==> config.mk <==
export PLATFORM = sky130hd
export DESIGN_NAME = adapter_current_throttle_monitor
export DESIGN_NICKNAME = d
export VERILOG_FILES = /design/src/design/actm_pkg.sv /design/src/design/adapter_current_throttle_monitor.sv /design/src/design/actm_step.sv
export SDC_FILE = /design/constraint.sdc
export NUM_CORES = 1
export LEC_CHECK = 0
export BUFFER_PORTS_ARGS = -buffer_cell sky130_fd_sc_hd__buf_4
export CORE_MARGIN = 2
export CORE_UTILIZATION = 49
export CTS_BUF_LIST = sky130_fd_sc_hd__clkbuf_4 sky130_fd_sc_hd__clkbuf_8 sky130_fd_sc_hd__clkbuf_16
export DETAILED_ROUTE_END_ITERATION = 7
export PLACE_DENSITY_LB_ADDON = 0.1
export SKIP_LAST_GASP = 1
export SLEW_MARGIN = 20
export SYNTH_ARGS = -nofsm -noshare
export SYNTH_HDL_FRONTEND = slang
export SYNTH_SLANG_ARGS = --single-unit
==> constraint.sdc <==
create_clock -name clk -period 13.3 [get_ports clk]
set_input_delay 0 -clock clk [delete_from_list [all_inputs] [get_ports clk]]
set_output_delay 0 -clock clk [all_outputs]
set_load 0.01 [all_outputs]
==> src/design/actm_pkg.sv <==
`default_nettype none
// ----------------------------------------------------------------------------
// actm_pkg
// Shared constants and types of the adapter current throttle monitor.
// ----------------------------------------------------------------------------
package actm_pkg;

  // window and sample sizing
  localparam int WINDOW_LEN  = 4;
  localparam int SAMPLE_BITS = 10;
  localparam int SUM_BITS    = SAMPLE_BITS + $clog2(WINDOW_LEN);
  localparam int PCT_BITS    = 7;
  localparam int TICK_BITS   = 8;
  localparam int PHASE_BITS  = 3;
  localparam int HOLD_BITS   = 4;

  // configuration port
  localparam int CFG_INDEX_BITS = 3;
  localparam int CFG_DATA_BITS  = 10;

  localparam logic [CFG_INDEX_BITS-1:0] REG_ALARM_ON      = 3'd0;
  localparam logic [CFG_INDEX_BITS-1:0] REG_ALARM_OFF     = 3'd1;
  localparam logic [CFG_INDEX_BITS-1:0] REG_TURBO_MIN     = 3'd2;
  localparam logic [CFG_INDEX_BITS-1:0] REG_AC_ASSERT     = 3'd3;
  localparam logic [CFG_INDEX_BITS-1:0] REG_AC_RELEASE    = 3'd4;

  // register reset values
  localparam logic [SAMPLE_BITS-1:0] RST_ALARM_ON   = SAMPLE_BITS'(0);
  localparam logic [SAMPLE_BITS-1:0] RST_ALARM_OFF  = SAMPLE_BITS'(0);
  localparam logic [PCT_BITS-1:0]    RST_TURBO_MIN  = PCT_BITS'(40);
  localparam logic [SAMPLE_BITS-1:0] RST_AC_ASSERT  = SAMPLE_BITS'(423);
  localparam logic [SAMPLE_BITS-1:0] RST_AC_RELEASE = SAMPLE_BITS'(396);

  // fixed throttle thresholds
  localparam logic [SAMPLE_BITS-1:0] BATT_ASSERT_LEVEL = SAMPLE_BITS'(512);
  localparam logic [SAMPLE_BITS-1:0] LOW_ASSERT_LEVEL  = SAMPLE_BITS'(409);
  localparam logic [SAMPLE_BITS-1:0] LOW_RELEASE_LEVEL = SAMPLE_BITS'(382);
  localparam logic [PCT_BITS-1:0]    LOW_BATT_PCT      = PCT_BITS'(10);
  localparam logic [PCT_BITS:0]      ALARM_PCT_MARGIN  = (PCT_BITS+1)'(5);

  // tick scheduling
  localparam logic [PHASE_BITS-1:0] PHASE_LAST = PHASE_BITS'(4);
  localparam logic [TICK_BITS-1:0]  ALARM_TICK = TICK_BITS'(200);

  // hold-off loads and limit
  localparam logic [HOLD_BITS-1:0] HOLD_AC_LOAD  = HOLD_BITS'(3);
  localparam logic [HOLD_BITS-1:0] HOLD_LOW_LOAD = HOLD_BITS'(8);
  localparam logic [HOLD_BITS-1:0] HOLD_MAX      = HOLD_BITS'(8);

  typedef struct packed {
    logic [SAMPLE_BITS-1:0] alarm_on_level;
    logic [SAMPLE_BITS-1:0] alarm_off_level;
    logic [PCT_BITS-1:0]    turbo_min_battery;
    logic [SAMPLE_BITS-1:0] ac_only_assert_level;
    logic [SAMPLE_BITS-1:0] ac_only_release_level;
  } cfg_t;

  typedef struct packed {
    logic [SAMPLE_BITS-1:0] current_sample;
    logic                   system_running;
    logic                   ac_present;
    logic                   battery_present;
    logic [PCT_BITS-1:0]    battery_percent;
    logic                   calibrating;
  } item_t;

  typedef struct packed {
    logic [WINDOW_LEN-1:0][SAMPLE_BITS-1:0] window;
    logic [TICK_BITS-1:0]                   tick_count;
    logic [PHASE_BITS-1:0]                  phase;
    logic [HOLD_BITS-1:0]                   holdoff;
    logic [SAMPLE_BITS-1:0]                 average;
    logic                                   throttle;
    logic                                   gpu;
    logic                                   turbo;
    logic                                   hybrid_alarm;
    logic                                   ac_alarm;
  } state_t;

  typedef struct packed {
    logic [SAMPLE_BITS-1:0] average_current;
    logic                   throttle_flag;
    logic                   gpu_throttle_flag;
    logic                   turbo_enable;
    logic                   hybrid_alarm;
    logic                   ac_alarm;
    logic                   resume_charger;
  } result_t;

endpackage
`default_nettype wire

==> src/design/adapter_current_throttle_monitor.sv <==
// An accepted input item is held in the input register, then its result item
// is registered in the result register. Throughput: one item per cycle while
// the result side is not stalled; the state register closes the per-tick loop.
// Reset: synchronous, active high; clears window, counters, flags and the
// pipeline, and loads the configuration registers with their defaults.
`default_nettype none
// ----------------------------------------------------------------------------
// adapter_current_throttle_monitor
// Adapter current averaging with throttle hysteresis and periodic alarms.
// ----------------------------------------------------------------------------
module adapter_current_throttle_monitor (
  input  wire                                    clk,
  input  wire                                    rst,
  // configuration write channel
  input  wire                                    cfg_valid,
  output logic                                   cfg_ready,
  input  wire [actm_pkg::CFG_INDEX_BITS-1:0]     cfg_index,
  input  wire [actm_pkg::CFG_DATA_BITS-1:0]      cfg_data,
  // input item channel
  input  wire                                    in_valid,
  output logic                                   in_ready,
  input  wire [actm_pkg::SAMPLE_BITS-1:0]        current_sample,
  input  wire                                    system_running,
  input  wire                                    ac_present,
  input  wire                                    battery_present,
  input  wire [actm_pkg::PCT_BITS-1:0]           battery_percent,
  input  wire                                    calibrating,
  // result item channel
  output logic                                   out_valid,
  input  wire                                    out_ready,
  output logic [actm_pkg::SAMPLE_BITS-1:0]       average_current,
  output logic                                   throttle_flag,
  output logic                                   gpu_throttle_flag,
  output logic                                   turbo_enable,
  output logic                                   hybrid_alarm,
  output logic                                   ac_alarm,
  output logic                                   resume_charger
);

  actm_pkg::cfg_t    cfg;
  actm_pkg::state_t  st;
  actm_pkg::state_t  st_next;
  actm_pkg::item_t   s1_item;
  actm_pkg::result_t res;
  actm_pkg::result_t out_res;
  logic              s1_valid;
  logic              s1_advance;

  assign cfg_ready  = 1'b1;
  assign s1_advance = s1_valid && (!out_valid || out_ready);
  assign in_ready   = !s1_valid || s1_advance;

  // configuration registers
  always_ff @(posedge clk) begin
    if (rst) begin
      cfg.alarm_on_level        <= actm_pkg::RST_ALARM_ON;
      cfg.alarm_off_level       <= actm_pkg::RST_ALARM_OFF;
      cfg.turbo_min_battery     <= actm_pkg::RST_TURBO_MIN;
      cfg.ac_only_assert_level  <= actm_pkg::RST_AC_ASSERT;
      cfg.ac_only_release_level <= actm_pkg::RST_AC_RELEASE;
    end else if (cfg_valid && cfg_ready) begin
      unique case (cfg_index)
        actm_pkg::REG_ALARM_ON:   cfg.alarm_on_level <= cfg_data;
        actm_pkg::REG_ALARM_OFF:  cfg.alarm_off_level <= cfg_data;
        actm_pkg::REG_TURBO_MIN:
          cfg.turbo_min_battery <= cfg_data[actm_pkg::PCT_BITS-1:0];
        actm_pkg::REG_AC_ASSERT:  cfg.ac_only_assert_level <= cfg_data;
        actm_pkg::REG_AC_RELEASE: cfg.ac_only_release_level <= cfg_data;
        default: ;
      endcase
    end
  end

  // input register
  always_ff @(posedge clk) begin
    if (rst) begin
      s1_valid <= 1'b0;
    end else if (in_ready) begin
      s1_valid <= in_valid;
    end
  end

  always_ff @(posedge clk) begin
    if (in_valid && in_ready) begin
      s1_item.current_sample  <= current_sample;
      s1_item.system_running  <= system_running;
      s1_item.ac_present      <= ac_present;
      s1_item.battery_present <= battery_present;
      s1_item.battery_percent <= battery_percent;
      s1_item.calibrating     <= calibrating;
    end
  end

  // per-tick step logic
  actm_step u_step (
    .st      (st),
    .cfg     (cfg),
    .item    (s1_item),
    .st_next (st_next),
    .res     (res)
  );

  // monitor state
  always_ff @(posedge clk) begin
    if (rst) begin
      st <= '0;
    end else if (s1_advance) begin
      st <= st_next;
    end
  end

  // result register
  always_ff @(posedge clk) begin
    if (rst) begin
      out_valid <= 1'b0;
    end else if (s1_advance) begin
      out_valid <= 1'b1;
    end else if (out_ready) begin
      out_valid <= 1'b0;
    end
  end

  always_ff @(posedge clk) begin
    if (s1_advance) begin
      out_res <= res;
    end
  end

  assign average_current   = out_res.average_current;
  assign throttle_flag     = out_res.throttle_flag;
  assign gpu_throttle_flag = out_res.gpu_throttle_flag;
  assign turbo_enable      = out_res.turbo_enable;
  assign hybrid_alarm      = out_res.hybrid_alarm;
  assign ac_alarm          = out_res.ac_alarm;
  assign resume_charger    = out_res.resume_charger;

endmodule
`default_nettype wire

==> src/design/actm_step.sv <==
`default_nettype none
// ----------------------------------------------------------------------------
// actm_step
// Next-state and result logic for one tick: window average, throttle
// hysteresis and periodic alarm update.
// ----------------------------------------------------------------------------
module actm_step (
  input  wire actm_pkg::state_t  st,
  input  wire actm_pkg::cfg_t    cfg,
  input  wire actm_pkg::item_t   item,
  output actm_pkg::state_t       st_next,
  output actm_pkg::result_t      res
);

  logic [actm_pkg::SUM_BITS-1:0]    sum;
  logic [actm_pkg::SAMPLE_BITS-1:0] avg;
  logic [actm_pkg::HOLD_BITS-1:0]   hold;
  logic [actm_pkg::PCT_BITS:0]      pct_margin;
  logic                             resume;

  // window sum including the new sample
  always_comb begin
    sum = actm_pkg::SUM_BITS'(item.current_sample);
    for (int i = 0; i < actm_pkg::WINDOW_LEN - 1; i++) begin
      sum = sum + actm_pkg::SUM_BITS'(st.window[i]);
    end
    avg = actm_pkg::SAMPLE_BITS'(sum / actm_pkg::WINDOW_LEN);
  end

  // stepped hold-off, saturated
  always_comb begin
    hold = st.holdoff;
    if (hold != '0) begin
      hold = hold - 1'b1;
    end
    if (hold > actm_pkg::HOLD_MAX) begin
      hold = actm_pkg::HOLD_MAX;
    end
  end

  assign pct_margin = {1'b0, item.battery_percent} + actm_pkg::ALARM_PCT_MARGIN;

  // state update on a counted tick
  always_comb begin
    st_next = st;
    resume  = 1'b0;
    if (item.system_running && item.ac_present) begin
      st_next.tick_count = st.tick_count + 1'b1;
      st_next.phase      = (st.phase == actm_pkg::PHASE_LAST) ? '0 : st.phase + 1'b1;
      for (int i = actm_pkg::WINDOW_LEN - 1; i > 0; i--) begin
        st_next.window[i] = st.window[i-1];
      end
      st_next.window[0] = item.current_sample;
      st_next.average   = avg;

      // throttle update every fifth counted tick
      if (st_next.phase == '0) begin
        st_next.holdoff = hold;
        if (!item.battery_present) begin
          if (avg >= cfg.ac_only_assert_level) begin
            st_next.throttle = 1'b1;
            st_next.gpu      = 1'b1;
            st_next.holdoff  = actm_pkg::HOLD_AC_LOAD;
          end else if (avg < cfg.ac_only_release_level && hold == '0) begin
            st_next.throttle = 1'b0;
            st_next.gpu      = 1'b0;
          end
        end else if (item.battery_percent >= actm_pkg::LOW_BATT_PCT) begin
          st_next.throttle = (avg >= actm_pkg::BATT_ASSERT_LEVEL);
          st_next.gpu      = (avg >= actm_pkg::BATT_ASSERT_LEVEL);
        end else begin
          if (avg >= actm_pkg::LOW_ASSERT_LEVEL) begin
            st_next.throttle = 1'b1;
            st_next.holdoff  = actm_pkg::HOLD_LOW_LOAD;
          end else if (avg < actm_pkg::LOW_RELEASE_LEVEL && hold == '0) begin
            st_next.throttle = 1'b0;
          end
          // low battery keeps the gpu request on
          st_next.gpu = 1'b1;
        end
      end

      // alarm update once per alarm period
      if (st_next.tick_count > actm_pkg::ALARM_TICK) begin
        st_next.tick_count = '0;
        st_next.phase      = '0;
        if (item.battery_present) begin
          resume = !item.calibrating;
          if (item.battery_percent > cfg.turbo_min_battery) begin
            st_next.turbo = 1'b1;
          end else begin
            st_next.turbo = 1'b0;
            if (cfg.alarm_on_level != '0 &&
                pct_margin <= {1'b0, cfg.turbo_min_battery}) begin
              if (avg > cfg.alarm_on_level) begin
                st_next.hybrid_alarm = 1'b1;
              end
              if (avg < cfg.alarm_off_level) begin
                st_next.hybrid_alarm = 1'b0;
              end
            end else begin
              st_next.hybrid_alarm = 1'b0;
            end
          end
        end else begin
          if (avg > cfg.alarm_on_level) begin
            st_next.ac_alarm = 1'b1;
          end
          if (avg < cfg.alarm_off_level) begin
            st_next.ac_alarm = 1'b0;
          end
        end
      end
    end
  end

  // result item from the updated state
  always_comb begin
    res.average_current   = st_next.average;
    res.throttle_flag     = st_next.throttle;
    res.gpu_throttle_flag = st_next.gpu;
    res.turbo_enable      = st_next.turbo;
    res.hybrid_alarm      = st_next.hybrid_alarm;
    res.ac_alarm          = st_next.ac_alarm;
    res.resume_charger    = resume;
  end

endmodule
`default_nettype wire

## After elaboration in Yosys (flattened, before gate mapping)

Index checks and enable logic that the tools add are counted.

| word-level totals | value |
|---|---|
| output and inout bits | 19 |
| logic and storage cells | 109 |
| bits of input ports | 39 |
| bits in writable memories | 0 |
| memories | 0 |
| bits in read-only memories | 0 |
| bits in latches | 0 |
| bits in registers | 146 |

| cells by class | value |
|---|---|
| shift operators | 0 |
| muxes and demuxes | 28 |
| reduce and logical (&&, ||, !) cells | 25 |
| $mul | 0 |
| order comparisons | 12 |
| equality and inequality tests | 5 |
| bitwise operators | 0 |
| add/subtract/negate cells | 7 |
| div/mod/pow operators | 0 |

Operator list:

| operator | count |
|---|---|
| two-way mux 4 bit | 6 |
| less-than comparator 10 bit | 2 |
| two-way mux 15 bit | 1 |
| adder 11 x 10 -> 12 bit | 1 |
| adder 12 x 10 -> 12 bit | 1 |
| two-way mux 1 bit | 12 |
| two-way mux 2 bit | 6 |
| AND reduction 2 bit | 6 |
| adder 10 x 10 -> 11 bit | 1 |
| two-way mux 11 bit | 1 |
| >= comparator 10 bit | 1 |
| >= comparator 10 bit, second input constant | 1 |
| >= comparator 10 x 9 -> 1 bit, second input constant | 1 |
| > comparator 10 bit | 1 |
| less-than comparator 10 x 9 -> 1 bit, second input constant | 1 |
| nonzero test 10 bit | 1 |
| adder 7 x 3 -> 8 bit, second input constant | 1 |
| adder 8 x 1 -> 8 bit, second input constant | 1 |
| > comparator 8 bit, second input constant | 1 |
| less-or-equal comparator 8 x 7 -> 1 bit | 1 |
| >= comparator 7 x 4 -> 1 bit, second input constant | 1 |
| > comparator 7 bit | 1 |
| equality test 3 x 2 -> 1 bit, second input constant | 2 |
| equality test 3 bit, second input constant | 2 |
| other kinds (13) | 24 |

## Logic depth before layout (Yosys ltp)

Gate-level depths: netlist of run 1.

| logic depth | value |
|---|---|
| depth in word-level cells | 12 |
| depth in mapped cells | 21 |

## Cells and area by module

From an unflattened synthesis of run 1, not the netlist that was laid out.

| second synthesis, totals | value |
|---|---|
| cells, all modules | 1157 |
| area total of the unflattened synthesis | 9988.3 sq um |

Modules (own cells, without submodules):

| module | cells each | area each (sq um) | instances |
|---|---|---|---|
| adapter_current_throttle_monitor | 541 | 6028.3 | 1 |
| actm_step | 616 | 3960.0 | 1 |

## Worst setup path before layout of run 1

OpenSTA, ideal clock, no wires.

| path | value |
|---|---|
| kind | flip-flop to flip-flop |
| from | register st[31] (netlist name) |
| to | register st[1] (netlist name) |
| slack | 8.596 ns |
| data required time | 13.221 ns |
| arrival | 4.624 ns |
| setup time | 0.079 ns |
| clock period less this slack | 4.704 ns |
| stages on the path, launching flop included | 21 |
| cell sequence | dfxtp_1 inv_1 fa_1 fa_1 nor2_1 nand2_1 fa_1 nor2b_1 o21ai_0 o2111ai_1 xnor2_1 ha_1 nand2_1 nor2_1 and3_1 or2_2 maj3_2 maj3_2 o21ai_2 a21oi_1 a211oi_2 |

| between the ends | value |
|---|---|
| longest elaborated chain between the ends | 11 |
| elaborated cells on any way between the ends | 12 |
| classes of those cells | add/sub: 3; order compare: 2; mux: 7 |

Ends and longest elaborated chain:

| what | RTL line | source |
|---|---|---|
| adder 10 x 10 -> 11 bit * | actm_step.sv:25 | `sum = sum + actm_pkg::SUM_BITS'(st.window[i]);` |
| adder 11 x 10 -> 12 bit * | actm_step.sv:25 |  |
| adder 12 x 10 -> 12 bit * | actm_step.sv:25 |  |
| > comparator 10 bit | actm_step.sv:95 | `if (avg > cfg.alarm_on_level) begin` |
| two-way mux 1 bit | actm_step.sv:95 |  |
| two-way mux 1 bit * | actm_step.sv:98 | `if (avg < cfg.alarm_off_level) begin` |
| two-way mux 1 bit * | actm_step.sv:93 | `if (cfg.alarm_on_level != '0 &&` |
| two-way mux 1 bit * | actm_step.sv:89 | `if (item.battery_percent > cfg.turbo_min_battery) begin` |
| two-way mux 2 bit * | actm_step.sv:87 | `if (item.battery_present) begin` |
| two-way mux 3 bit * | actm_step.sv:84 | `if (st_next.tick_count > actm_pkg::ALARM_TICK) begin` |
| two-way mux 15 bit * | actm_step.sv:47 | `if (item.system_running && item.ac_present) begin` |

Mark *: on every way between the ends. The rest lies on a longest branch, timed or not.
A chain may end at the register's enable or synchronous reset.

==> results.cfg, run 1 <==
[final_layout]
areaGrowthSynthToFinish_pct = 18.3
layout.cells.most_common = nand2_1
diodes = 0
stdcell_area_mm2 = 0.00974
most-common-layout-cells = 191 x nand2_1, 116 x inv_1, 109 x dfxtp_1
nNetsFinal = 1171
fill_cells = 1508
seqCellArea_mm2 = 0.00329
multi_input_area_mm2 = 0.00437
drive_gt1_share_pct = 10.4

[synthesis]
syn_inst = 975
synth_flop_cell = dfxtp_1
synth_top_area_share_pct = 26.5
synth_top_area_cell = dfxtp_1
ys_seq_elements = 146
syn_nets = 1095
syn_avg_cell_area_um2 = 8.44
synth_compound_area_share_pct = 16.7
ys_seq_area_share_pct = 40.0
synth_warnings = 0
synth_top_family_by_area = simple AND/OR/NAND/NOR gates
async_reset_ff_share_pct = 0
synth.cell_area_mm2 = 0.00823
yosysUniqueCellTypes = 81
synthAdderAreaFrac_pct = 14.7
yosys-top-cells-area = dfxtp_1 27%, edfxtp_1 13%, ha_1 9.3%
synthMuxAreaShare_pct = 0.882
synthXorXnorAreaFrac_pct = 1.16
synth-edff-count = 37
synth_simple_gate_area_share_pct = 19.5

[sta]
worst_pin_slew_ps = 875
hold_violations = 0
fin_skew_ps = 8.72
tns_ps = 0
min_period_ps = 5420
timing.final.ws_setup_ps = 7880
report.final.slew_viol_count = 0
clock.fmax_mhz = 185
slew_headroom_pct = 41.2
finalCritPeriodShare_pct = 40.7
rsz0062_at_grt = false
setup_viol_count_final = 0

[power_and_ir_drop]
cellLeakagePower_nw = 3.86
vdd_ir_drop_max_v = 0.0000968
p_per_area_mw_per_mm2 = 109
power_mw = 1.06

[placement]
gp_congestion = 0.873
numPortBuffers = 56
place_area_mm2 = 0.00881
hpwl_um = 12600
place_ws_ps = 7950

[setup_path]
critPathKind = register to register
rr_worst_depth = 18
worst_ep_arrival_time_ps = 5590
max_stage_delay_ps = 710
critPathCapture = throttle_flag
critPathLaunch = st[33]
worst-r2r-setup-slack_ps = 7880
cp-end-kind = register
cp-start-kind = register
crit_fanout = 8
r2r_start = st[33]
cp_cell_sequence = inv_1 > fa_1 > fa_1 > inv_1 > ha_1 > nor2b_1 > o21ai_0 > o2111ai_1 > xnor2_1 > ha_1 > a2111oi_0 > nand2b_1 > a21oi_1 > o21ai_0 > a21oi_1 > or3_4 > a31oi_1 > a21o_1
cp.required_ps = 13480
r2r-end = throttle_flag
crit_path_top_delay_cell = xnor2_1

[clock_tree]
htreeDepth = 4
root_buffer = clkbuf_16
numCtsBuffers = 17
clk_path_buf_depth = 2
cts_tree = yes
numClockSinks = 146
clk_pin_slew_ps = 60
clkLatencyLatePin_ps = 430
ctsResizeCount = 0

[route]
first_iter_violations = 352
drt_first_pass_iters = 5
via_per_inst = 5.19
totalWireLength_um = 18100
drc_errors = 0
vias = 6666
ant_nets = 0
wl_per_cell_um = 14.1

[die]
start_util_pct = 49.8
io_pins = 58
core_mm2 = 0.0165
die_h_um = 134
num_rows = 47
die_w_um = 134
dieArea_mm2 = 0.0179

[grt]
grt_pass1_wl_um = 30800
grt_overflow = 0
track_usage_pct = 21.4
grt_pass1_vias = 6489
antenna_found_initial = 0
grt_max_degree = 57

[status]
status = finished clean

[run]
max-cap-violations = 0

[worst_hold_path]
holdPathStages = 2
worstHoldPathType = primary input to register
## final cells by class
type                    instances  share of cell area, %
well taps                     220                   2.83
flip-flops and latches        146                   33.8
clock inverters                10                  0.835
multi-input cells             676                   44.8
repair buffers                 93                   8.17
inverters                     117                   4.51
clock buffers                  22                   5.00
## synthesized netlist by cell type, drive strengths merged (9+ instances only)
cell	instances
nor3	11
a211oi	10
edfxtp	37
ha	61
o21a	10
nand2b	10
dfxtp	109
nand2	191
inv	117
nand3	12
fa	20
and3	11
nor2	59
nand3b	17
a21oi	105
a21o	10
nor2b	9
clkbuf	32
o21ai	43
## critical path, delay by kind of cell (launching register included)
family | cells | cell delay [ps]
AO/OA/AOI/OAI | 8 | 1700
AND/OR/NAND/NOR | 3 | 500
adder cells (fa/ha/maj) | 4 | 1780
XOR/XNOR | 1 | 710
buffers and inverters | 2 | 110
flip-flops | 1 | 360
## per-layer routing
layer | up-vias | wire [um] | GRT usage, %
met5 | - | 0 | 0
li1 | 3467 | - | -
met4 | 0 | 284 | 6.62
met3 | 24 | 719 | 4.64
met2 | 140 | 8120 | 34.5
met1 | 3035 | 8950 | 29.0
## through the flow
| stage | cells | hold slack, ps | util, % |
|---|---|---|---|
| global placement | 1217 | 178 | 53.3 |
| floorplan | 975 | 98.9 | - |
| finish | 1284 | 62.4 | 58.9 |
| global route | 1284 | 71.5 | 58.9 |
| CTS | 1283 | 51.6 | 58.8 |
| detailed placement | 1217 | 179 | 53.3 |
## registers in the layout, indices dropped and copies added, names as in the netlist
signal	count
s1_item	21
average_current	10
ac_alarm	1
s1_valid	1
turbo_enable	1
st	60
hybrid_alarm	1
gpu_throttle_flag	1
resume_charger	1
cfg	47
throttle_flag	1
out_valid	1
## logic make-up after synthesis
logic type	after synthesis
and+or+nand+nor	351
AOI/OAI and AO/OA	222
buffers and inverters	153
DFF	146
adders and majority gates	85
xor gates and xnor gates	10
muxes	7
other	1
## what timing repair did
item                                    4_1_cts  5_1_grt
hold buffers                                 34        0
hold endpoints to repair                     70        0
endpoints found under the setup margin        0        0
buffers inserted                              0        0
## where the power goes
part / total [mW] / switching (mW) / internal, mW
clock: 0.462 / 0.184 / 0.278
sequential: 0.475 / 0.00761 / 0.468
combinational: 0.123 / 0.0700 / 0.0535
total: 1.06 / 0.262 / 0.799
## worst min-delay path by stage
stage                           start          end  slack (ps)
floorplan                 calibrating   s1_item[0]         100
finish                            rst      cfg[24]          60
detailed placement  current_sample[2]  s1_item[13]         180
global placement    current_sample[7]  s1_item[18]         180
CTS                               rst      cfg[24]          50
global route                      rst      cfg[24]          70
Note: power is estimated with default switching activity, not from simulation.
==> run 2: changes to the inputs <==
==> constraint.sdc (replaced) <==
create_clock -name clk -period 5.4 [get_ports clk]
set_input_delay 0 -clock clk [delete_from_list [all_inputs] [get_ports clk]]
set_output_delay 0 -clock clk [all_outputs]
set_load 0.01 [all_outputs]
==> results.cfg, run 2 (same netlist as run 1, synthesis figures left out) <==
[status]
status = finished clean

[power_and_ir_drop]
p_per_area_mw_per_mm2 = 270
clkPwrFrac_pct = 44.3
p_int_mw = 2.02
seq_power_share_pct = 44.1
vdd_ir_drop_max_v = 0.000234
combPwrFrac_pct = 11.7
p_sw_share_pct = 24.2
p_sw_mw = 0.643
cellLeakagePower_nw = 3.91

[setup_path]
r2r_start = st[31]
worst-r2r-setup-slack_ps = 310
critPathKind = register to register
r2r-end = hybrid_alarm
cp-end-kind = register
cp.required_ps = 5570
cp-start-kind = register
rr_worst_depth = 19
crit_fanout = 5
worst_ep_arrival_time_ps = 5260

[grt]
use_met2_pct = 35.2
grt_pass1_wl_um = 31200
grt_overflow = 0
grt_util_met1_pct = 29.8
grt_pass1_vias = 6473
grt_util_met3_pct = 3.81
grt_busiest_layer = met2
grt_max_degree = 57
track_usage_pct = 21.8
antenna_found_initial = 0

[sta]
tns_ps = 0
report.final.slew_viol_count = 0
rsz0062_at_grt = false
timing.hold.ws_ps = 56.6
setup_viol_count_final = 0
worst_pin_slew_ps = 947
finalCritPeriodShare_pct = 94.3
min_period_ps = 5090
hold_violations = 0
fin_skew_ps = 8.10
clock.fmax_mhz = 196
slew_headroom_pct = 36.7

[final_layout]
areaGrowthSynthToFinish_pct = 19.5
largest_reg_flops = 60
layout.cells.most_common = nand2_1
top_regs = st: 60 flops, cfg: 47 flops, s1_item: 21 flops
drive_gt1_share_pct = 11.1
diodes = 0
final_cells = 1291
most-common-layout-cells = 191 x nand2_1, 116 x inv_1, 109 x dfxtp_1
top_register = st
post-route-util_pct = 59.5
nNetsFinal = 1178

[route]
vias = 6711
first_iter_violations = 461
ant_nets = 0
wl_per_cell_um = 14.1
via_per_inst = 5.20
drc_errors = 0
totalWireLength_um = 18200
drt_first_pass_iters = 8

[placement]
hpwl_um = 12800
numPortBuffers = 56
dp_cells = 1222
gp_congestion = 0.826

[die]
die_w_um = 134
dieArea_mm2 = 0.0179
num_rows = 47
io_pins = 58
start_util_pct = 49.8
core_mm2 = 0.0165
die_h_um = 134

[worst_hold_path]
hp-start = rst
holdPathStages = 2
worstHoldPathType = primary input to register
hold_path_end = cfg[26]

[clock_tree]
clkLatencyLatePin_ps = 430
clk_pin_slew_ps = 60
clk_path_buf_depth = 2
cts_tree = yes
htreeDepth = 4
root_buffer = clkbuf_16
numCtsBuffers = 17
numClockSinks = 146

[run]
max-cap-violations = 0
run 2: area by class of cell:
cell class	instances	area [um^2]
Fill cell	1530	6690
Multi-Input combinational cell	676	4380
Sequential cell	146	3290
Clock buffer	24	526
Clock inverter	8	72.6
Inverter	117	439
Timing Repair Buffer	100	856
Tap cell	220	275
run 2: worst max-delay path, cell delays in order (launching register included):
cell and delay, ps:
dfxtp_1 350, inv_1 70, fa_1 560, fa_1 460, nor2_1 120, nand2_1 70
fa_1 400, nor2b_1 200, o21ai_0 110, o2111ai_1 310, xnor2_2 230, ha_1 320
a2111oi_0 390, o21ai_0 160, o21ai_0 140, maj3_1 250, a21oi_1 70, o21a_1 220
o21ai_0 310, a21oi_1 120
run 2: through the flow:
step,worst slack (ps),cell area [um^2],power [mW]
after CTS,244,9790,2.68
after floorplan,696,8230,1.38
after detailed placement,280,8850,1.48
after global placement,420,8850,1.48
final,306,9840,2.66
after global routing,25.1,9840,2.77
run 2: worst max path at each step:
stage,start,endpoint,slack (ps)
detailed placement,st[31],hybrid_alarm,280
global route,st[31],hybrid_alarm,30
CTS,st[31],hybrid_alarm,240
global placement,st[31],throttle_flag,420
finish,st[31],hybrid_alarm,310
floorplan,st[31],st[1],700
run 2: repair_timing:
action,CTS,global route
hold buffers,34,0
resized for setup,0,2
setup endpoints to repair,0,6
hold endpoints to repair,70,0
buffers inserted,0,2
run 2: layer usage:
layer | up-vias | wire length (um) | share of wire [%]
met3 | 18 | 754 | 4.1
met4 | 0 | 217 | 1.2
li1 | 3473 | - | -
met1 | 3096 | 8740 | 48
met2 | 124 | 8500 | 47
met5 | - | 0 | 0
run 2: power by group through the flow:
| stage | Combinational [mW] | Sequential [mW] | Clock [mW] |
|---|---|---|---|
| 3_3_place_gp | 0.283 | 1.19 | 0 |
| 2_1_floorplan | 0.188 | 1.19 | 0 |
| 3_5_place_dp | 0.285 | 1.20 | 0 |
| 4_1_cts | 0.306 | 1.17 | 1.20 |
| 5_1_grt | 0.351 | 1.17 | 1.25 |
| 6_report | 0.310 | 1.17 | 1.18 |
